<file path="src/stt_pkg.sv">
// Shared types, token codes, character constants and classification helpers
// for the source text tokenizer. No dependencies.
package stt_pkg;

   localparam int LEXEME_BYTES_DEF = 32;
   localparam int QUEUE_DEPTH_DEF  = 4;
   localparam int LEN_MAX_W        = 6;   // holds any stored length up to 63
   localparam int LIMIT_W          = 16;
   localparam logic [LIMIT_W-1:0] TOKEN_LIMIT_RESET = 16'd4096;

   // token codes
   localparam logic [5:0] TK_IDENT    = 6'd0;
   localparam logic [5:0] TK_NUMBER   = 6'd1;
   localparam logic [5:0] TK_STRING   = 6'd2;
   localparam logic [5:0] TK_KEYWORD0 = 6'd3;
   localparam logic [5:0] TK_INC      = 6'd20;
   localparam logic [5:0] TK_DEC      = 6'd21;
   localparam logic [5:0] TK_EQ_EQ    = 6'd22;
   localparam logic [5:0] TK_NOT_EQ   = 6'd23;
   localparam logic [5:0] TK_GT_EQ    = 6'd24;
   localparam logic [5:0] TK_LT_EQ    = 6'd25;
   localparam logic [5:0] TK_ADD_EQ   = 6'd26;
   localparam logic [5:0] TK_SUB_EQ   = 6'd27;
   localparam logic [5:0] TK_MUL_EQ   = 6'd28;
   localparam logic [5:0] TK_DIV_EQ   = 6'd29;
   localparam logic [5:0] TK_LBRACE   = 6'd30;
   localparam logic [5:0] TK_RBRACE   = 6'd31;
   localparam logic [5:0] TK_LPAREN   = 6'd32;
   localparam logic [5:0] TK_RPAREN   = 6'd33;
   localparam logic [5:0] TK_LBRACK   = 6'd34;
   localparam logic [5:0] TK_RBRACK   = 6'd35;
   localparam logic [5:0] TK_COMMA    = 6'd36;
   localparam logic [5:0] TK_ASSIGN   = 6'd37;
   localparam logic [5:0] TK_GT       = 6'd38;
   localparam logic [5:0] TK_LT       = 6'd39;
   localparam logic [5:0] TK_PLUS     = 6'd40;
   localparam logic [5:0] TK_MINUS    = 6'd41;
   localparam logic [5:0] TK_STAR     = 6'd42;
   localparam logic [5:0] TK_SLASH    = 6'd43;
   localparam logic [5:0] TK_PERCENT  = 6'd44;
   localparam logic [5:0] TK_DOT      = 6'd45;
   localparam logic [5:0] TK_UNKNOWN  = 6'd46;
   localparam logic [5:0] TK_EOF      = 6'd47;
   localparam logic [5:0] TK_OVERFLOW = 6'd48;

   // characters
   localparam logic [7:0] CH_NL     = 8'h0A;
   localparam logic [7:0] CH_SPACE  = 8'h20;
   localparam logic [7:0] CH_BANG   = 8'h21;
   localparam logic [7:0] CH_QUOTE  = 8'h22;
   localparam logic [7:0] CH_PCT    = 8'h25;
   localparam logic [7:0] CH_LPAREN = 8'h28;
   localparam logic [7:0] CH_RPAREN = 8'h29;
   localparam logic [7:0] CH_STAR   = 8'h2A;
   localparam logic [7:0] CH_PLUS   = 8'h2B;
   localparam logic [7:0] CH_COMMA  = 8'h2C;
   localparam logic [7:0] CH_MINUS  = 8'h2D;
   localparam logic [7:0] CH_DOT    = 8'h2E;
   localparam logic [7:0] CH_SLASH  = 8'h2F;
   localparam logic [7:0] CH_LT     = 8'h3C;
   localparam logic [7:0] CH_EQ     = 8'h3D;
   localparam logic [7:0] CH_GT     = 8'h3E;
   localparam logic [7:0] CH_LBRACK = 8'h5B;
   localparam logic [7:0] CH_RBRACK = 8'h5D;
   localparam logic [7:0] CH_LBRACE = 8'h7B;
   localparam logic [7:0] CH_RBRACE = 8'h7D;

   localparam int KW_COUNT = 17;
   localparam logic [79:0] KW_TEXT [KW_COUNT] = '{
      "var", "ret", "out", "rep", "fun", "if", "else", "end", "keyPressed",
      "keyDown", "add", "stop", "str", "and", "or", "not", "qbit"};
   localparam int KW_LEN [KW_COUNT] = '{3, 3, 3, 3, 3, 2, 4, 3, 10, 7, 3, 4, 3, 3, 2, 3, 4};

   typedef enum logic [2:0] {
      M_IDLE, M_HOLD, M_IDENT, M_NUMBER, M_NUMDOT, M_FRACTION, M_STRING, M_COMMENT
   } scan_mode_type;

   typedef enum logic [2:0] {
      F_ACCEPT, F_FEED, F_APP2, F_FLUSH, F_MARK
   } front_state_type;

   typedef enum logic [1:0] {
      B_IDLE, B_READ, B_ROW
   } back_state_type;

   typedef enum logic [1:0] {
      CMD_PLAIN, CMD_TEXT, CMD_MARK
   } cmd_kind_type;

   // one queued command: a text-free token, a text token, or end of item
   typedef struct packed {
      cmd_kind_type         kind;
      logic [5:0]           tok;
      logic [LEN_MAX_W-1:0] len;
      logic                 bank;
   } cmd_type;

   typedef struct packed {
      logic [5:0] tok;
      logic [4:0] len;
      logic [4:0] pos;
      logic [7:0] ch;
      logic       tend;
   } row_type;

   typedef struct packed {
      logic q_full;
      logic drained;
   } stt_status_type;

   function automatic logic is_digit(input logic [7:0] c);
      return c inside {[8'h30:8'h39]};
   endfunction

   function automatic logic is_alpha(input logic [7:0] c);
      return c inside {[8'h41:8'h5A], [8'h61:8'h7A]};
   endfunction

   function automatic logic is_space(input logic [7:0] c);
      return c inside {[8'h09:8'h0D], CH_SPACE};
   endfunction

   function automatic logic is_held(input logic [7:0] c);
      return c inside {CH_PLUS, CH_MINUS, CH_EQ, CH_BANG, CH_GT, CH_LT, CH_STAR,
                       CH_SLASH, CH_DOT};
   endfunction

   function automatic logic [5:0] single_code(input logic [7:0] c);
      logic [5:0] t;
      case (c)
         CH_LBRACE: t = TK_LBRACE;
         CH_RBRACE: t = TK_RBRACE;
         CH_LPAREN: t = TK_LPAREN;
         CH_RPAREN: t = TK_RPAREN;
         CH_LBRACK: t = TK_LBRACK;
         CH_RBRACK: t = TK_RBRACK;
         CH_COMMA:  t = TK_COMMA;
         CH_EQ:     t = TK_ASSIGN;
         CH_GT:     t = TK_GT;
         CH_LT:     t = TK_LT;
         CH_PLUS:   t = TK_PLUS;
         CH_MINUS:  t = TK_MINUS;
         CH_STAR:   t = TK_STAR;
         CH_SLASH:  t = TK_SLASH;
         CH_PCT:    t = TK_PERCENT;
         CH_DOT:    t = TK_DOT;
         default:   t = TK_UNKNOWN;
      endcase
      return t;
   endfunction

   // code of "h=", or TK_UNKNOWN when h has no compound form
   function automatic logic [5:0] assign_code(input logic [7:0] h);
      logic [5:0] t;
      case (h)
         CH_EQ:    t = TK_EQ_EQ;
         CH_BANG:  t = TK_NOT_EQ;
         CH_GT:    t = TK_GT_EQ;
         CH_LT:    t = TK_LT_EQ;
         CH_PLUS:  t = TK_ADD_EQ;
         CH_MINUS: t = TK_SUB_EQ;
         CH_STAR:  t = TK_MUL_EQ;
         CH_SLASH: t = TK_DIV_EQ;
         default:  t = TK_UNKNOWN;
      endcase
      return t;
   endfunction

   function automatic logic [7:0] kw_char(input int k, input int p);
      logic [7:0] r;
      r = 8'h00;
      if (p < KW_LEN[k]) begin
         r = KW_TEXT[k][8*(KW_LEN[k]-1-p) +: 8];
      end
      return r;
   endfunction

endpackage

</file>
<file path="src/stt_ram.sv">
// Generic single-write, single-read RAM with registered read data.
// No dependencies.
module stt_ram #(
   parameter int WIDTH = 8,
   parameter int DEPTH = 64,
   localparam int AW = $clog2(DEPTH)
) (
   input  logic             clock,
   input  logic             we,
   input  logic [AW-1:0]    waddr,
   input  logic [WIDTH-1:0] wdata,
   input  logic             re,
   input  logic [AW-1:0]    raddr,
   output logic [WIDTH-1:0] rdata
);

   logic [WIDTH-1:0] mem_ff [DEPTH];
   logic [WIDTH-1:0] rdata_ff;

   always_ff @(posedge clock) begin
      if (we) begin
         mem_ff[waddr] <= wdata;
      end
      if (re) begin
         rdata_ff <= mem_ff[raddr];
      end
   end

   assign rdata = rdata_ff;

endmodule

</file>
<file path="src/stt_queue.sv">
// Short command queue between the scanner front and the emitter back.
// Depends on stt_pkg (cmd_type).
module stt_queue import stt_pkg::*; #(
   parameter int DEPTH = QUEUE_DEPTH_DEF,
   localparam int PTR_W = (DEPTH > 1) ? $clog2(DEPTH) : 1,
   localparam int CNT_W = $clog2(DEPTH + 1)
) (
   input  logic    clock,
   input  logic    reset,
   input  logic    push,
   input  cmd_type push_cmd,
   input  logic    pop,
   output cmd_type head,
   output logic    empty,
   output logic    full
);

   cmd_type          mem_ff [DEPTH];
   logic [PTR_W-1:0] wr_ff, wr_in, rd_ff, rd_in;
   logic [CNT_W-1:0] cnt_ff, cnt_in;
   logic             do_push, do_pop;

   assign empty   = (cnt_ff == '0);
   assign full    = (cnt_ff == CNT_W'(DEPTH));
   assign do_push = push && !full;
   assign do_pop  = pop && !empty;
   assign head    = mem_ff[rd_ff];

   always_comb begin
      wr_in  = wr_ff;
      rd_in  = rd_ff;
      cnt_in = cnt_ff;
      if (do_push) begin
         wr_in = (wr_ff == PTR_W'(DEPTH - 1)) ? '0 : wr_ff + PTR_W'(1);
      end
      if (do_pop) begin
         rd_in = (rd_ff == PTR_W'(DEPTH - 1)) ? '0 : rd_ff + PTR_W'(1);
      end
      if (do_push && !do_pop) begin
         cnt_in = cnt_ff + CNT_W'(1);
      end else if (do_pop && !do_push) begin
         cnt_in = cnt_ff - CNT_W'(1);
      end
   end

   always_ff @(posedge clock) begin
      if (reset) begin
         wr_ff  <= '0;
         rd_ff  <= '0;
         cnt_ff <= '0;
      end else begin
         wr_ff  <= wr_in;
         rd_ff  <= rd_in;
         cnt_ff <= cnt_in;
      end
   end

   always_ff @(posedge clock) begin
      if (do_push) begin
         mem_ff[wr_ff] <= push_cmd;
      end
   end

endmodule

</file>
<file path="src/stt_front.sv">
// Scanner front: accepts source bytes, runs the lexer state machine one step
// a cycle while the queue has room, writes lexeme text and queues token commands. Depends on stt_pkg.
module stt_front import stt_pkg::*; #(
   parameter int LEXEME_BYTES = LEXEME_BYTES_DEF,
   localparam int IDX_W = $clog2(LEXEME_BYTES)
) (
   input  logic                clock,
   input  logic                reset,
   input  logic                req_valid,
   output logic                req_stall,
   input  logic [7:0]          req_char_value,
   input  logic                req_end_of_source,
   input  logic [LIMIT_W-1:0]  token_limit,
   input  stt_status_type      status,
   output logic                push,
   output cmd_type             cmd,
   output logic                ram_we,
   output logic [IDX_W:0]      ram_waddr,
   output logic [7:0]          ram_wdata
);

   localparam logic [IDX_W-1:0] LEN_CAP = IDX_W'(LEXEME_BYTES - 1);

   front_state_type     fst_ff, fst_in;
   scan_mode_type       mode_ff, mode_in;
   logic [7:0]          held_ff, held_in;
   logic [7:0]          cur_ff, cur_in;
   logic                last_ff, last_in;
   logic [IDX_W-1:0]    len_ff, len_in;
   logic                bank_ff, bank_in;
   logic [KW_COUNT-1:0] kwm_ff, kwm_in;
   logic [LIMIT_W-1:0]  cnt_ff, cnt_in;
   logic                ovf_ff, ovf_in;

   logic                new_tok, do_app, done, res_hit, bank_n;
   logic [7:0]          app_c, c;
   logic [IDX_W-1:0]    idx;
   logic [KW_COUNT-1:0] kw_base;
   logic [5:0]          id_code;
   cmd_kind_type        text_kind;

   assign c         = cur_ff;
   assign res_hit   = ({1'b0, cnt_ff} + 17'd1) >= {1'b0, token_limit};
   assign text_kind = (len_ff == '0) ? CMD_PLAIN : CMD_TEXT;

   always_comb begin
      id_code = TK_IDENT;
      for (int k = KW_COUNT - 1; k >= 0; k--) begin
         if (kwm_ff[k] && (int'(len_ff) == KW_LEN[k])) begin
            id_code = TK_KEYWORD0 + 6'(k);
         end
      end
   end

   always_comb begin
      fst_in    = fst_ff;
      mode_in   = mode_ff;
      held_in   = held_ff;
      cur_in    = cur_ff;
      last_in   = last_ff;
      len_in    = len_ff;
      bank_in   = bank_ff;
      kwm_in    = kwm_ff;
      cnt_in    = cnt_ff;
      ovf_in    = ovf_ff;
      push      = 1'b0;
      cmd.kind  = CMD_PLAIN;
      cmd.tok   = TK_UNKNOWN;
      cmd.len   = LEN_MAX_W'(len_ff);
      cmd.bank  = bank_ff;
      new_tok   = 1'b0;
      do_app    = 1'b0;
      app_c     = cur_ff;
      done      = 1'b0;
      req_stall = 1'b1;
      ram_we    = 1'b0;
      ram_waddr = '0;
      ram_wdata = app_c;
      idx       = len_ff;
      bank_n    = bank_ff;
      kw_base   = kwm_ff;

      case (fst_ff)
         F_ACCEPT: begin
            req_stall = !status.drained;
            if (req_valid && status.drained) begin
               cur_in  = req_char_value;
               last_in = req_end_of_source;
               if (ovf_ff) begin
                  // drop the byte; only the end of source still matters
                  fst_in = req_end_of_source ? F_MARK : F_ACCEPT;
               end else begin
                  fst_in = F_FEED;
               end
            end
         end
         F_FEED: begin
            if (!status.q_full) begin
               case (mode_ff)
                  M_IDLE: begin
                     done = 1'b1;
                     if (is_space(c)) begin
                        mode_in = M_IDLE;
                     end else if (is_held(c)) begin
                        held_in = c;
                        mode_in = M_HOLD;
                     end else if (res_hit) begin
                        push    = 1'b1;
                        cmd.tok = TK_OVERFLOW;
                        ovf_in  = 1'b1;
                     end else begin
                        cnt_in = cnt_ff + 16'd1;
                        if (c == CH_QUOTE) begin
                           new_tok = 1'b1;
                           mode_in = M_STRING;
                        end else if (is_digit(c)) begin
                           new_tok = 1'b1;
                           do_app  = 1'b1;
                           mode_in = M_NUMBER;
                        end else if (is_alpha(c)) begin
                           new_tok = 1'b1;
                           do_app  = 1'b1;
                           mode_in = M_IDENT;
                        end else begin
                           push    = 1'b1;
                           cmd.tok = single_code(c);
                        end
                     end
                  end
                  M_HOLD: begin
                     if (held_ff == CH_SLASH && c == CH_SLASH) begin
                        mode_in = M_COMMENT;
                        done    = 1'b1;
                     end else if (res_hit) begin
                        push    = 1'b1;
                        cmd.tok = TK_OVERFLOW;
                        ovf_in  = 1'b1;
                        mode_in = M_IDLE;
                        done    = 1'b1;
                     end else begin
                        cnt_in = cnt_ff + 16'd1;
                        if (held_ff == CH_DOT && is_digit(c)) begin
                           new_tok = 1'b1;
                           do_app  = 1'b1;
                           app_c   = CH_DOT;
                           mode_in = M_FRACTION;
                           fst_in  = F_APP2;
                        end else begin
                           mode_in = M_IDLE;
                           push    = 1'b1;
                           if (held_ff == CH_PLUS && c == CH_PLUS) begin
                              cmd.tok = TK_INC;
                              done    = 1'b1;
                           end else if (held_ff == CH_MINUS && c == CH_MINUS) begin
                              cmd.tok = TK_DEC;
                              done    = 1'b1;
                           end else if (c == CH_EQ && assign_code(held_ff) != TK_UNKNOWN) begin
                              cmd.tok = assign_code(held_ff);
                              done    = 1'b1;
                           end else begin
                              // the look-ahead byte is scanned again from idle
                              cmd.tok = single_code(held_ff);
                           end
                        end
                     end
                  end
                  M_IDENT: begin
                     if (is_alpha(c) || is_digit(c)) begin
                        do_app = 1'b1;
                        done   = 1'b1;
                     end else begin
                        push     = 1'b1;
                        cmd.kind = text_kind;
                        cmd.tok  = id_code;
                        mode_in  = M_IDLE;
                     end
                  end
                  M_NUMBER: begin
                     if (is_digit(c)) begin
                        do_app = 1'b1;
                        done   = 1'b1;
                     end else if (c == CH_DOT) begin
                        mode_in = M_NUMDOT;
                        done    = 1'b1;
                     end else begin
                        push     = 1'b1;
                        cmd.kind = text_kind;
                        cmd.tok  = TK_NUMBER;
                        mode_in  = M_IDLE;
                     end
                  end
                  M_NUMDOT: begin
                     if (is_digit(c)) begin
                        do_app  = 1'b1;
                        app_c   = CH_DOT;
                        mode_in = M_FRACTION;
                        fst_in  = F_APP2;
                     end else begin
                        push     = 1'b1;
                        cmd.kind = text_kind;
                        cmd.tok  = TK_NUMBER;
                        held_in  = CH_DOT;
                        mode_in  = M_HOLD;
                     end
                  end
                  M_FRACTION: begin
                     if (is_digit(c)) begin
                        do_app = 1'b1;
                        done   = 1'b1;
                     end else begin
                        push     = 1'b1;
                        cmd.kind = text_kind;
                        cmd.tok  = TK_NUMBER;
                        mode_in  = M_IDLE;
                     end
                  end
                  M_STRING: begin
                     done = 1'b1;
                     if (c == CH_QUOTE) begin
                        push     = 1'b1;
                        cmd.kind = text_kind;
                        cmd.tok  = TK_STRING;
                        mode_in  = M_IDLE;
                     end else begin
                        do_app = 1'b1;
                     end
                  end
                  M_COMMENT: begin
                     done = 1'b1;
                     if (c == CH_NL) begin
                        mode_in = M_IDLE;
                     end
                  end
                  default: begin
                     mode_in = M_IDLE;
                     done    = 1'b1;
                  end
               endcase
            end
         end
         F_APP2: begin
            do_app = 1'b1;
            done   = 1'b1;
         end
         F_FLUSH: begin
            if (ovf_ff) begin
               fst_in = F_MARK;
            end else if (!status.q_full) begin
               push = 1'b1;
               case (mode_ff)
                  M_IDENT: begin
                     cmd.kind = text_kind;
                     cmd.tok  = id_code;
                     mode_in  = M_IDLE;
                  end
                  M_NUMBER, M_FRACTION: begin
                     cmd.kind = text_kind;
                     cmd.tok  = TK_NUMBER;
                     mode_in  = M_IDLE;
                  end
                  M_STRING: begin
                     cmd.kind = text_kind;
                     cmd.tok  = TK_STRING;
                     mode_in  = M_IDLE;
                  end
                  M_NUMDOT: begin
                     cmd.kind = text_kind;
                     cmd.tok  = TK_NUMBER;
                     held_in  = CH_DOT;
                     mode_in  = M_HOLD;
                  end
                  M_HOLD: begin
                     mode_in = M_IDLE;
                     if (res_hit) begin
                        cmd.tok = TK_OVERFLOW;
                        ovf_in  = 1'b1;
                     end else begin
                        cnt_in  = cnt_ff + 16'd1;
                        cmd.tok = single_code(held_ff);
                     end
                  end
                  default: begin
                     cmd.tok = TK_EOF;
                     fst_in  = F_MARK;
                  end
               endcase
            end
         end
         F_MARK: begin
            if (!status.q_full) begin
               push     = 1'b1;
               cmd.kind = CMD_MARK;
               fst_in   = F_ACCEPT;
               if (last_ff) begin
                  mode_in = M_IDLE;
                  held_in = 8'h00;
                  len_in  = '0;
                  cnt_in  = '0;
                  ovf_in  = 1'b0;
               end
            end
         end
         default: fst_in = F_ACCEPT;
      endcase

      // lexeme append: a new token switches to the other text bank
      idx       = new_tok ? '0 : len_ff;
      bank_n    = new_tok ? ~bank_ff : bank_ff;
      kw_base   = new_tok ? '1 : kwm_ff;
      ram_wdata = app_c;
      if (new_tok) begin
         bank_in = bank_n;
         len_in  = '0;
         kwm_in  = kw_base;
      end
      if (do_app && idx < LEN_CAP) begin
         ram_we    = 1'b1;
         ram_waddr = {bank_n, idx};
         len_in    = idx + IDX_W'(1);
         for (int k = 0; k < KW_COUNT; k++) begin
            kwm_in[k] = kw_base[k] && (kw_char(k, int'(idx)) == app_c);
         end
      end

      if (done) begin
         fst_in = last_ff ? F_FLUSH : F_MARK;
      end
   end

   always_ff @(posedge clock) begin
      if (reset) begin
         fst_ff  <= F_ACCEPT;
         mode_ff <= M_IDLE;
         held_ff <= 8'h00;
         last_ff <= 1'b0;
         len_ff  <= '0;
         bank_ff <= 1'b0;
         cnt_ff  <= '0;
         ovf_ff  <= 1'b0;
      end else begin
         fst_ff  <= fst_in;
         mode_ff <= mode_in;
         held_ff <= held_in;
         last_ff <= last_in;
         len_ff  <= len_in;
         bank_ff <= bank_in;
         cnt_ff  <= cnt_in;
         ovf_ff  <= ovf_in;
      end
   end

   always_ff @(posedge clock) begin
      cur_ff <= cur_in;
      kwm_ff <= kwm_in;
   end

   a_push_room: assert property (@(posedge clock) disable iff (reset)
      push |-> !status.q_full)
      else $error("command pushed into a full queue");

   a_accept_drained: assert property (@(posedge clock) disable iff (reset)
      (req_valid && !req_stall) |-> (status.drained && fst_ff == F_ACCEPT))
      else $error("byte accepted while the back end was busy");

endmodule

</file>
<file path="src/stt_back.sv">
// Emitter back: pops token commands, reads lexeme text from the RAM and
// drives result rows, holding one row back to mark the last of each item.
// Depends on stt_pkg.
module stt_back import stt_pkg::*; #(
   parameter int LEXEME_BYTES = LEXEME_BYTES_DEF,
   localparam int IDX_W = $clog2(LEXEME_BYTES)
) (
   input  logic           clock,
   input  logic           reset,
   input  logic           q_empty,
   input  cmd_type        q_head,
   output logic           q_pop,
   output logic           rd_en,
   output logic [IDX_W:0] rd_addr,
   input  logic [7:0]     rd_data,
   output logic           idle,
   output logic           rsp_valid,
   input  logic           rsp_stall,
   output logic [5:0]     rsp_token_type,
   output logic [4:0]     rsp_lexeme_length,
   output logic [4:0]     rsp_char_position,
   output logic [7:0]     rsp_lexeme_char,
   output logic           rsp_token_end,
   output logic           rsp_run_last
);

   back_state_type       bst_ff, bst_in;
   logic [5:0]           tok_ff, tok_in;
   logic [LEN_MAX_W-1:0] tlen_ff, tlen_in, tpos_ff, tpos_in;
   logic                 tbank_ff, tbank_in;
   row_type              hold_ff, out_ff, row;
   logic                 hold_vld_ff, out_vld_ff, out_last_ff;
   logic                 out_free, can_emit, move, move_last, load, row_end;

   assign out_free = !out_vld_ff || !rsp_stall;
   assign can_emit = !hold_vld_ff || out_free;
   assign row_end  = (tpos_ff == tlen_ff - LEN_MAX_W'(1));
   assign rd_addr  = {tbank_ff, tpos_ff[IDX_W-1:0]};
   assign idle     = (bst_ff == B_IDLE);

   always_comb begin
      bst_in    = bst_ff;
      tok_in    = tok_ff;
      tlen_in   = tlen_ff;
      tpos_in   = tpos_ff;
      tbank_in  = tbank_ff;
      q_pop     = 1'b0;
      rd_en     = 1'b0;
      move      = 1'b0;
      move_last = 1'b0;
      load      = 1'b0;
      row.tok   = q_head.tok;
      row.len   = 5'd0;
      row.pos   = 5'd0;
      row.ch    = 8'h00;
      row.tend  = 1'b1;
      case (bst_ff)
         B_IDLE: begin
            if (!q_empty) begin
               case (q_head.kind)
                  CMD_MARK: begin
                     if (!hold_vld_ff) begin
                        q_pop = 1'b1;
                     end else if (out_free) begin
                        q_pop     = 1'b1;
                        move      = 1'b1;
                        move_last = 1'b1;
                     end
                  end
                  CMD_PLAIN: begin
                     if (can_emit) begin
                        q_pop = 1'b1;
                        move  = hold_vld_ff;
                        load  = 1'b1;
                     end
                  end
                  CMD_TEXT: begin
                     q_pop    = 1'b1;
                     tok_in   = q_head.tok;
                     tlen_in  = q_head.len;
                     tpos_in  = '0;
                     tbank_in = q_head.bank;
                     bst_in   = B_READ;
                  end
                  default: q_pop = 1'b1;
               endcase
            end
         end
         B_READ: begin
            rd_en  = 1'b1;
            bst_in = B_ROW;
         end
         B_ROW: begin
            row.tok  = tok_ff;
            row.len  = tlen_ff[4:0];
            row.pos  = tpos_ff[4:0];
            row.ch   = rd_data;
            row.tend = row_end;
            if (can_emit) begin
               move = hold_vld_ff;
               load = 1'b1;
               if (row_end) begin
                  bst_in = B_IDLE;
               end else begin
                  tpos_in = tpos_ff + LEN_MAX_W'(1);
                  bst_in  = B_READ;
               end
            end
         end
         default: bst_in = B_IDLE;
      endcase
   end

   always_ff @(posedge clock) begin
      if (reset) begin
         bst_ff      <= B_IDLE;
         hold_vld_ff <= 1'b0;
         out_vld_ff  <= 1'b0;
      end else begin
         bst_ff <= bst_in;
         if (load) begin
            hold_vld_ff <= 1'b1;
         end else if (move) begin
            hold_vld_ff <= 1'b0;
         end
         if (move) begin
            out_vld_ff <= 1'b1;
         end else if (out_free) begin
            out_vld_ff <= 1'b0;
         end
      end
   end

   always_ff @(posedge clock) begin
      tok_ff   <= tok_in;
      tlen_ff  <= tlen_in;
      tpos_ff  <= tpos_in;
      tbank_ff <= tbank_in;
      if (load) begin
         hold_ff <= row;
      end
      if (move) begin
         out_ff      <= hold_ff;
         out_last_ff <= move_last;
      end
   end

   assign rsp_valid         = out_vld_ff;
   assign rsp_token_type    = out_ff.tok;
   assign rsp_lexeme_length = out_ff.len;
   assign rsp_char_position = out_ff.pos;
   assign rsp_lexeme_char   = out_ff.ch;
   assign rsp_token_end     = out_ff.tend;
   assign rsp_run_last      = out_last_ff;

   a_last_ends_token: assert property (@(posedge clock) disable iff (reset)
      (out_vld_ff && out_last_ff) |-> out_ff.tend)
      else $error("item closed in the middle of a token");

   a_end_position: assert property (@(posedge clock) disable iff (reset)
      (out_vld_ff && out_ff.tend && out_ff.len != 5'd0) |->
         (out_ff.pos == out_ff.len - 5'd1))
      else $error("token end at wrong character position");

   a_pop_nonempty: assert property (@(posedge clock) disable iff (reset)
      q_pop |-> !q_empty)
      else $error("pop from an empty queue");

endmodule

</file>
<file path="src/source_text_tokenizer.sv">
// Top level of the source text tokenizer: configuration register, scanner
// front, command queue, lexeme RAM and emitter back. Depends on stt_pkg.
//
// Usage:
//   req_*  carries one source byte per item (req_char_value) and marks the
//          last byte of a source (req_end_of_source). The block raises
//          req_stall while earlier work is still in flight.
//   rsp_*  carries one result row per item: token type, stored text length,
//          character position, the character, token end and the last-row
//          mark for the source byte that caused it. Hold rsp_stall high to
//          pause; the current row and everything behind it hold.
//   csr_*  writes token_limit (tokens per source including EOF); write it
//          only while the block is idle. csr_ready is always high.
// Flow: the front takes a byte, runs its scan steps (a held look-ahead byte
//   that is judged again takes another step, a digit after a dot another)
//   and queues the end-of-item mark. Each text character then passes the
//   back as a RAM read, then a row. The next byte is taken once the back
//   has drained.
// Reset: synchronous, active high; token_limit returns to 4096 and the
//   scanner starts a fresh source. The lexeme RAM needs no clearing.
module source_text_tokenizer import stt_pkg::*; #(
   parameter int LEXEME_BYTES = LEXEME_BYTES_DEF,
   parameter int QUEUE_DEPTH  = QUEUE_DEPTH_DEF,
   localparam int IDX_W = $clog2(LEXEME_BYTES)
) (
   input  logic               clock,
   input  logic               reset,
   input  logic               req_valid,
   output logic               req_stall,
   input  logic [7:0]         req_char_value,
   input  logic               req_end_of_source,
   output logic               rsp_valid,
   input  logic               rsp_stall,
   output logic [5:0]         rsp_token_type,
   output logic [4:0]         rsp_lexeme_length,
   output logic [4:0]         rsp_char_position,
   output logic [7:0]         rsp_lexeme_char,
   output logic               rsp_token_end,
   output logic               rsp_run_last,
   input  logic               csr_valid,
   output logic               csr_ready,
   input  logic [LIMIT_W-1:0] csr_data
);

   logic [LIMIT_W-1:0] limit_ff;
   stt_status_type     status;
   logic               push, pop, q_empty, q_full, back_idle;
   cmd_type            push_cmd, q_head;
   logic               ram_we, rd_en;
   logic [IDX_W:0]     ram_waddr, rd_addr;
   logic [7:0]         ram_wdata, rd_data;

   // register always writable; user writes only while idle (not enforced)
   assign csr_ready = 1'b1;

   always_ff @(posedge clock) begin
      if (reset) begin
         limit_ff <= TOKEN_LIMIT_RESET;
      end else if (csr_valid && csr_ready) begin
         limit_ff <= csr_data;
      end
   end

   // front may take a new byte only when the back has nothing left to read
   assign status.q_full  = q_full;
   assign status.drained = q_empty && back_idle;

   stt_front #(.LEXEME_BYTES(LEXEME_BYTES)) u_front (
      .clock             (clock),
      .reset             (reset),
      .req_valid         (req_valid),
      .req_stall         (req_stall),
      .req_char_value    (req_char_value),
      .req_end_of_source (req_end_of_source),
      .token_limit       (limit_ff),
      .status            (status),
      .push              (push),
      .cmd               (push_cmd),
      .ram_we            (ram_we),
      .ram_waddr         (ram_waddr),
      .ram_wdata         (ram_wdata)
   );

   stt_queue #(.DEPTH(QUEUE_DEPTH)) u_queue (
      .clock    (clock),
      .reset    (reset),
      .push     (push),
      .push_cmd (push_cmd),
      .pop      (pop),
      .head     (q_head),
      .empty    (q_empty),
      .full     (q_full)
   );

   // two text banks: one being emitted, one being filled
   stt_ram #(.WIDTH(8), .DEPTH(2 ** (IDX_W + 1))) u_lexeme_ram (
      .clock (clock),
      .we    (ram_we),
      .waddr (ram_waddr),
      .wdata (ram_wdata),
      .re    (rd_en),
      .raddr (rd_addr),
      .rdata (rd_data)
   );

   stt_back #(.LEXEME_BYTES(LEXEME_BYTES)) u_back (
      .clock             (clock),
      .reset             (reset),
      .q_empty           (q_empty),
      .q_head            (q_head),
      .q_pop             (pop),
      .rd_en             (rd_en),
      .rd_addr           (rd_addr),
      .rd_data           (rd_data),
      .idle              (back_idle),
      .rsp_valid         (rsp_valid),
      .rsp_stall         (rsp_stall),
      .rsp_token_type    (rsp_token_type),
      .rsp_lexeme_length (rsp_lexeme_length),
      .rsp_char_position (rsp_char_position),
      .rsp_lexeme_char   (rsp_lexeme_char),
      .rsp_token_end     (rsp_token_end),
      .rsp_run_last      (rsp_run_last)
   );

endmodule

</file>
<file path="config.mk">
export PLATFORM = sky130hd
export DESIGN_NAME = source_text_tokenizer
export DESIGN_NICKNAME = d
export VERILOG_FILES = /design/src/stt_pkg.sv /design/src/stt_ram.sv /design/src/stt_queue.sv /design/src/stt_front.sv /design/src/stt_back.sv /design/src/source_text_tokenizer.sv
export SDC_FILE = /design/constraint.sdc
export NUM_CORES = 1
export LEC_CHECK = 0
export BUFFER_PORTS_ARGS = -buffer_cell sky130_fd_sc_hd__buf_2
export CAP_MARGIN = 30
export CORE_UTILIZATION = 55
export CTS_CLUSTER_SIZE = 30
export DETAILED_ROUTE_END_ITERATION = 8
export PLACE_DENSITY = 0.72
export SLEW_MARGIN = 10
export SYNTH_ARGS = -nofsm -noshare
export SYNTH_HDL_FRONTEND = slang
export SYNTH_SLANG_ARGS = --single-unit
</file>
<file path="constraint.sdc">
create_clock -name clock -period 6.5 [get_ports clock]
set_input_delay 0.65 -clock clock [delete_from_list [all_inputs] [get_ports clock]]
set_output_delay 0.65 -clock clock [all_outputs]
set_load 0.01 [all_outputs]
</file>
# [Word-level counts from Yosys, hierarchy flattened]
# Memories as Yosys holds them, arrays and structs flattened. A register that Yosys moved wholly into a read port is not among the register bits.
# Cells that the tools add are included.
[word_totals] regBits=160 ram_bits=568 inputBits=30 out_inout_bits=29 n_memories=2
[mem_list] name="u_lexeme_ram.mem_ff" words=64 word_bits=8 rd=1 rd_ports_with_merged_regs=1 write_ports=1 line="stt_ram.sv:17" source="logic [WIDTH-1:0] mem_ff [DEPTH];"
[mem_list] name="u_queue.mem_ff" words=4 word_bits=14 rd=1 rd_ports_with_merged_regs=1 write_ports=1 line="stt_queue.sv:18" source="cmd_type mem_ff [DEPTH];"
[op_classes] n_addsub=14 magnitude_cmp=15 eq_ne=117 shifts=17 n_mux=279 bitwise_logic=4 reduce_logical=95
[ops] op="80-bit by 32-bit variable part select with 8-bit output (first input constant)" count=17
[ops] op="8-bit two-way mux" count=57
[ops] op="8-bit by 6-bit equality test with 1-bit output (second input constant)" count=28
[ops] op="6-bit one-hot mux with 16 select lines" count=2
[ops] op="16-bit two-way mux" count=10
[ops] op="6-bit two-way mux" count=26
[ops] op="8-bit equality test" count=17
[ops] op="5-bit two-way mux" count=23
[ops] op="3-bit two-way mux" count=37
[ops] op="1-bit two-way mux" count=80
[ops] op="8-bit by 7-bit equality test with 1-bit output (second input constant)" count=8
[ops] op="17-bit two-way mux" count=3
[ops] op="1-bit logical AND" count=50
[ops] op="16-bit one-hot mux with 3 select lines" count=1
[ops] op="6-bit one-hot mux with 8 select lines" count=1
[ops] op="3-bit inequality test (second input constant)" count=13
[ops] op="6-bit one-hot mux with 6 select lines" count=1
[ops] op="11-bit AND reduction" count=3
[ops] op="16-bit one-hot mux with 2 select lines" count=1
[ops] op="8-bit one-hot mux with 2 select lines" count=2
[ops] op="25-bit two-way mux" count=1
[ops] op="3-bit one-hot mux with 8 select lines" count=1
[ops] op="6-bit one-hot mux with 2 select lines" count=2
[ops] op="6-bit one-hot mux with 4 select lines" count=1
[ops] op="72 further kinds" count=156

# [Logic depth before layout (Yosys ltp)]
[depth] ltp_word=23 ltp_mapped=27 depth_no_buf=25

# [Hierarchy]
# A second synthesis with hierarchy kept.
[unflattened] cells_unflattened=2393 hier_area_um2=33824.9
[modules_own_cells] module="stt_ram" n_inst=1 cells_per_inst=972 area_per_inst_um2=20270.7 seq_area_each_um2=15615.0
[modules_own_cells] module="stt_front" n_inst=1 cells_per_inst=1049 area_per_inst_um2=7435.9 seq_area_each_um2=1511.4
[modules_own_cells] module="stt_back" n_inst=1 cells_per_inst=189 area_per_inst_um2=2855.2 seq_area_each_um2=2182.1
[modules_own_cells] module="stt_queue" n_inst=1 cells_per_inst=128 area_per_inst_um2=2663.8 seq_area_each_um2=1981.9
[modules_own_cells] module="source_text_tokenizer" n_inst=1 cells_per_inst=55 area_per_inst_um2=599.3 seq_area_each_um2=320.3

# [Worst setup path after synthesis]
# OpenSTA, ideal clock, no wires.
[synth_path] path_type="register -> register" start="register u_front.cnt_ff[0]" end="register u_front.kwm_ff[12] (data pin)" arrival_ns=5.628 required_ns=6.348 slack_ns=0.719 path_stages_with_launch=26 n_path_buf=2 synth_period_minus_slack_ns=5.781 cell_sequence="dfxtp_1 > ha_1 > nand3_1 > or2_2 > clkbuf_1 > nor2b_1 > nand4_1 > xnor2_1 > ha_1 > a21o_1 > a21o_1 > a211oi_1 > o211ai_1 > clkbuf_1 > o31ai_2 > inv_2 > ha_1 > inv_1 > nand2_1 > a211oi_1 > nand3_1 > nor2_1 > xnor2_1 > nand2_1 > or4_1 > a22oi_2"
[synth_between] elab_chain_cells=16
[synth_lines] item="start: declaration" line="stt_front.sv:32" source="logic [LIMIT_W-1:0] cnt_ff, cnt_in;"
[synth_lines] item="start signal: assignment" line="stt_front.sv:347" source="cnt_ff <= cnt_in;"
[synth_lines] item="16-bit by 1-bit adder with 17-bit output *" line="stt_front.sv:43" source="assign res_hit = ({1'b0, cnt_ff} + 17'd1) >= {1'b0, token_limit};"
[synth_lines] item="17-bit by 16-bit >= comparator with 1-bit output *" line="stt_front.sv:43"
[synth_lines] item="1-bit two-way mux" line="stt_front.sv:107" source="end else if (res_hit) begin"
[synth_lines] item="1-bit two-way mux" line="stt_front.sv:104" source="end else if (is_held(c)) begin"
[synth_lines] item="1-bit two-way mux" line="stt_front.sv:102" source="if (is_space(c)) begin"
[synth_lines] item="1-bit one-hot mux with 2 select lines" line="stt_front.sv:99" source="case (mode_ff)"
[synth_lines] item="1-bit two-way mux" line="stt_front.sv:98" source="if (!status.q_full) begin"
[synth_lines] item="1-bit two-way mux" line="stt_front.sv:83" source="case (fst_ff)"
[synth_lines] item="5-bit two-way mux" line="stt_front.sv:307" source="idx = new_tok ? '0 : len_ff;"
[synth_lines] item="2-bit by 5-bit subtractor with 6-bit output" line="stt_pkg.sv:173" source="r = KW_TEXT[k][8*(KW_LEN[k]-1-p) +: 8];"
[synth_lines] item="80-bit by 32-bit variable part select with 8-bit output" line="stt_pkg.sv:173"
[synth_lines] item="8-bit two-way mux" line="stt_pkg.sv:172" source="if (p < KW_LEN[k]) begin"
[synth_lines] item="8-bit two-way mux" line="stt_front.sv:316" source="if (do_app && idx < LEN_CAP) begin"
[synth_lines] item="8-bit equality test" line="stt_front.sv:321" source="kwm_in[k] = kw_base[k] && (kw_char(k, int'(idx)) == app_c);"
[synth_lines] item="1-bit logical AND" line="stt_front.sv:321"
[synth_lines] item="17-bit two-way mux *" line="stt_front.sv:316"
[synth_lines] item="named net u_front.kwm_in[12]" line="stt_front.sv:31" source="logic [KW_COUNT-1:0] kwm_ff, kwm_in;"
[synth_lines] item="end signal: assignment" line="stt_front.sv:354" source="kwm_ff <= kwm_in;"
[synth_lines] item="end: declaration" line="stt_front.sv:31"
# Mark *: on every way through the listed nets, which the timed path passes. The rest lies on a longest branch. The select of a mux whose other input is x is not followed.
# A chain may end at the register's enable or synchronous reset.

# [Worst setup path after layout]
[layout_path] start="register u_front.cnt_ff[0]" end="memory u_lexeme_ram.mem_ff[90][2], in the netlist u_lexeme_ram.mem_ff[45][2] (enable)"
[layout_between] elab_chain_cells=14
[layout_lines] item="16-bit by 1-bit adder with 17-bit output *" line="stt_front.sv:43"
[layout_lines] item="17-bit by 16-bit >= comparator with 1-bit output *" line="stt_front.sv:43"
[layout_lines] item="1-bit two-way mux" line="stt_front.sv:107"
[layout_lines] item="1-bit two-way mux" line="stt_front.sv:104"
[layout_lines] item="1-bit two-way mux" line="stt_front.sv:102"
[layout_lines] item="1-bit one-hot mux with 2 select lines" line="stt_front.sv:99"
[layout_lines] item="1-bit two-way mux" line="stt_front.sv:98"
[layout_lines] item="1-bit two-way mux" line="stt_front.sv:83"
[layout_lines] item="5-bit two-way mux" line="stt_front.sv:307"
[layout_lines] item="5-bit less-than comparator" line="stt_front.sv:316"
[layout_lines] item="1-bit logical AND" line="stt_front.sv:316"
[layout_lines] item="1-bit two-way mux" line="stt_front.sv:316"
[layout_lines] item="1-bit two-way mux" line="stt_ram.sv:21" source="if (we) begin"
[layout_lines] item="1-bit two-way mux (implied by the code)" line="stt_ram.sv:22" source="mem_ff[waddr] <= wdata;"
[layout_lines] item="end: declaration" line="stt_ram.sv:17"
# Mark *: on every way between the ends. The rest lies on a longest branch, timed or not.

==> run summary <==
status - finished with violations
failing checks - DRC
RR Startpoint - u_front.cnt_ff[0]
Slew @ Worst Pin - 1010 ps
Hold Crit Class - input pin to register
DPL Wire Length - 51900 um
most frequent cells after synthesis - edfxtp_1 (670), nor2_1 (222), mux4_2 (182)
Leakage - 12.3 nW
post-synth top area share - 60.6%
sequential-to-total area share from yosys stat - 64.6%
area grow syn2layout - 11.9%
Die W - 248 um
Hold Vio Cnt, Final - 0
largest cells by area after synthesis - edfxtp_1 (61%), mux4_2 (12%), dfxtp_1 (4.0%)
CP required - 6730 ps
H-tree Lvls - 3
drc violations - 11
Die H - 248 um
Met1 Wirelength - 34200 um
Power Dens Cells - 392 nW/um^2
YS warnings - 0
Setup Fix Bufs, Post-CTS - 0
CTS max path bufs - 3
max-slew violation count - 0
wire length on met2 - 38700 um
clk_lat worst skew - 620 ps
largest net degree at the start of global routing - 78
row count - 89
Num CTS Buffers - 75
first-pass GRT wire length - 123000 um
Final Routed Wirelength - 81200 um
share of layout cells above drive strength 1 - 20.5%
crit path kind - register to register
remaining antenna violation count - 0
max cap viols - 0
syn avg cell area - 14.8 sq um
period utilisation layout - 93.3%
Core Region - 59400 sq um
CTS Sinks - 737
Avg WL per Cell - 25.6 um
Achievable Freq - 165 MHz
clock skew - 24.2 ps
Worst Hold Path EP - u_front.c[6]
WHS Path Cells - 1
Total GRT Usage - 27.0%
Post-Route Setup TNS - 0 ps
RSZ-0062 raised after global routing - false
PostCTS Resize Cnt - 0
initial antenna violation count - 0
Final setup viols - 0
ANT cells - 0
Core Util, Final - 62.6%
Worst-path clk slew - 60 ps
Synth area leader - edfxtp_1
min-delay src - req_char_value[6]
asr flop ratio synth - 0%
drt first-iter violations - 2324
I/O pins - 59
worst r2r dst - u_lexeme_ram.mem_ff[45][2]
vias per cell - 6.46
Final Critical Period - 6060 ps
worst path arrival time - 6290 ps
post-synthesis cell count - 2244
Netlist Area Pre-Place - 33200 sq um
gr ovfl total - 0
port bufs - 57
# hold bufs at CTS - 0
CTS tree - built
initial core utilization - 56.0%
CTS root buf - clkbuf_16
DR top layer - met4
fin nets - 2401
Worst R2R Setup Slack - 440 ps
most common cell in the synthesized netlist - edfxtp_1
Yosys cell types - 98
Worst setup EP type - register
Synth Register Bits - 737
WL met3 - 6200 um
drt pass-1 iters - 9
Post-synth EDFFs - 670
full die area - 61400 sq um
gpl congestion - 0.965
CP Launch Type - register
Primary FF master, synth - edfxtp_1
vias in the first global route - 19900
R2R cell count - 17
Max-Slew Margin vs Limit - 32.4%
Worst VDD drop - 249 uV
vias - 20500
CP max FO - 15
==> critical path, stage by stage, from the launching register on <==
cell      delay (ps)
dfxtp_1          400
ha_1             300
nand3_1          130
or2_2            350
nor2b_1          230
nand4_1          190
xnor2_1          220
ha_1             270
a21o_1           160
a21o_1           180
a211oi_2         260
o211a_2          360
buf_4            260
a221oi_1         100
o21a_1           370
a21o_1           440
or3_1            730
nor2_1           710
==> layout make-up <==
cell class	count	area, sq um
Sequential cell	737	21500
Multi-Input combinational cell	1326	11000
Clock buffer	90	1980
Inverter	56	210
Timing Repair Buffer	146	996
Tap cell	773	967
Clock inverter	45	508
Fill cell	4237	22200
==> how the worst max path moves through the flow <==
stage                            startpoint                    endpoint  slack, ps
final                     u_front.cnt_ff[0]  u_lexeme_ram.mem_ff[45][2]        440
after global routing      u_front.cnt_ff[0]          u_front.kwm_ff[13]         20
after CTS                 u_front.cnt_ff[0]  u_lexeme_ram.mem_ff[45][2]        330
after detailed placement  u_front.cnt_ff[0]  u_lexeme_ram.mem_ff[45][2]        410
after global placement    u_front.cnt_ff[0]  u_lexeme_ram.mem_ff[13][3]        480
after floorplan           u_front.cnt_ff[0]          u_front.kwm_ff[12]        720
==> registers in the layout, summed over array words and instances, names as in the netlist, 3 cells and up, named ones only <==
name	cells
u_lexeme_ram.mem_ff	512
u_queue.mem_ff	56
u_back.hold_ff	25
u_front.kwm_ff	17
limit_ff	16
u_front.cnt_ff	16
u_back.rsp_lexeme_char	8
u_front.c	8
u_front.held_ff	8
u_lexeme_ram.rdata	8
u_back.rsp_token_type	6
u_back.tok_ff	6
u_back.tpos_ff	6
u_back.rsp_char_position	5
u_back.rsp_lexeme_length	5
u_back.tlen_ff	5
u_front.len_ff	5
u_front.fst_ff	3
u_front.mode_ff	3
u_queue.cnt_ff	3
==> layer usage <==
metal	GRT usage [%]	vias up
met1	39.1	10300
met3	4.27	172
met2	42.3	1016
li1	-	8985
met4	8.59	0
met5	0	-
==> cell families after synthesis <==
kind of cell	share of synthesized area, %
flip-flops	64.6
multiplexers	13.5
buffers and inverters	2.34
other	0.0226
AO/OA/AOI/OAI	7.49
AND/OR/NAND/NOR	9.62
XOR/XNOR	1.29
adder cells (fa/ha/maj)	1.12
==> power breakdown <==
| group | internal [W] | switching, W | total, W |
|---|---|---|---|
| Sequential | 0.00589 | 0.000282 | 0.00618 |
| Combinational | 0.00158 | 0.00243 | 0.00401 |
| Clock | 0.00255 | 0.00182 | 0.00437 |
| Total | 0.0100 | 0.00453 | 0.0146 |
==> metrics by stage <==
step           instances  instance area (sq um)  hold WS [ps]  setup slack (ps)  total power (W)
6_report            3173                  37200           202               438           0.0146
5_1_grt             3173                  37200           189              19.7           0.0151
4_1_cts             3168                  37100           176               335           0.0146
3_5_place_dp        3033                  34600           405               409           0.0102
3_3_place_gp        3030                  34600           404               477           0.0101
2_1_floorplan       2259                  33300           400               719          0.00896
==> layout by cell type (no fill, tap or decap), types with 18 or more instances in the layout <==
cell type and count:
buf_2 58, clkbuf_16 77, o21ai_0 75, ha_1 28, mux2i_1 33, xnor2_1 36
a21oi_1 97, nand4_1 32, dfxtp_1 67, inv_1 48, a31oi_1 23, and2_1 30
nor3_1 44, and3_1 18, edfxtp_1 670, mux4_2 182, nor2b_1 18, nor2_1 222
nand2b_1 21, nand3_1 41, buf_4 84, nand2_1 135
No activity file was read; power rests on OpenSTA's default activity.
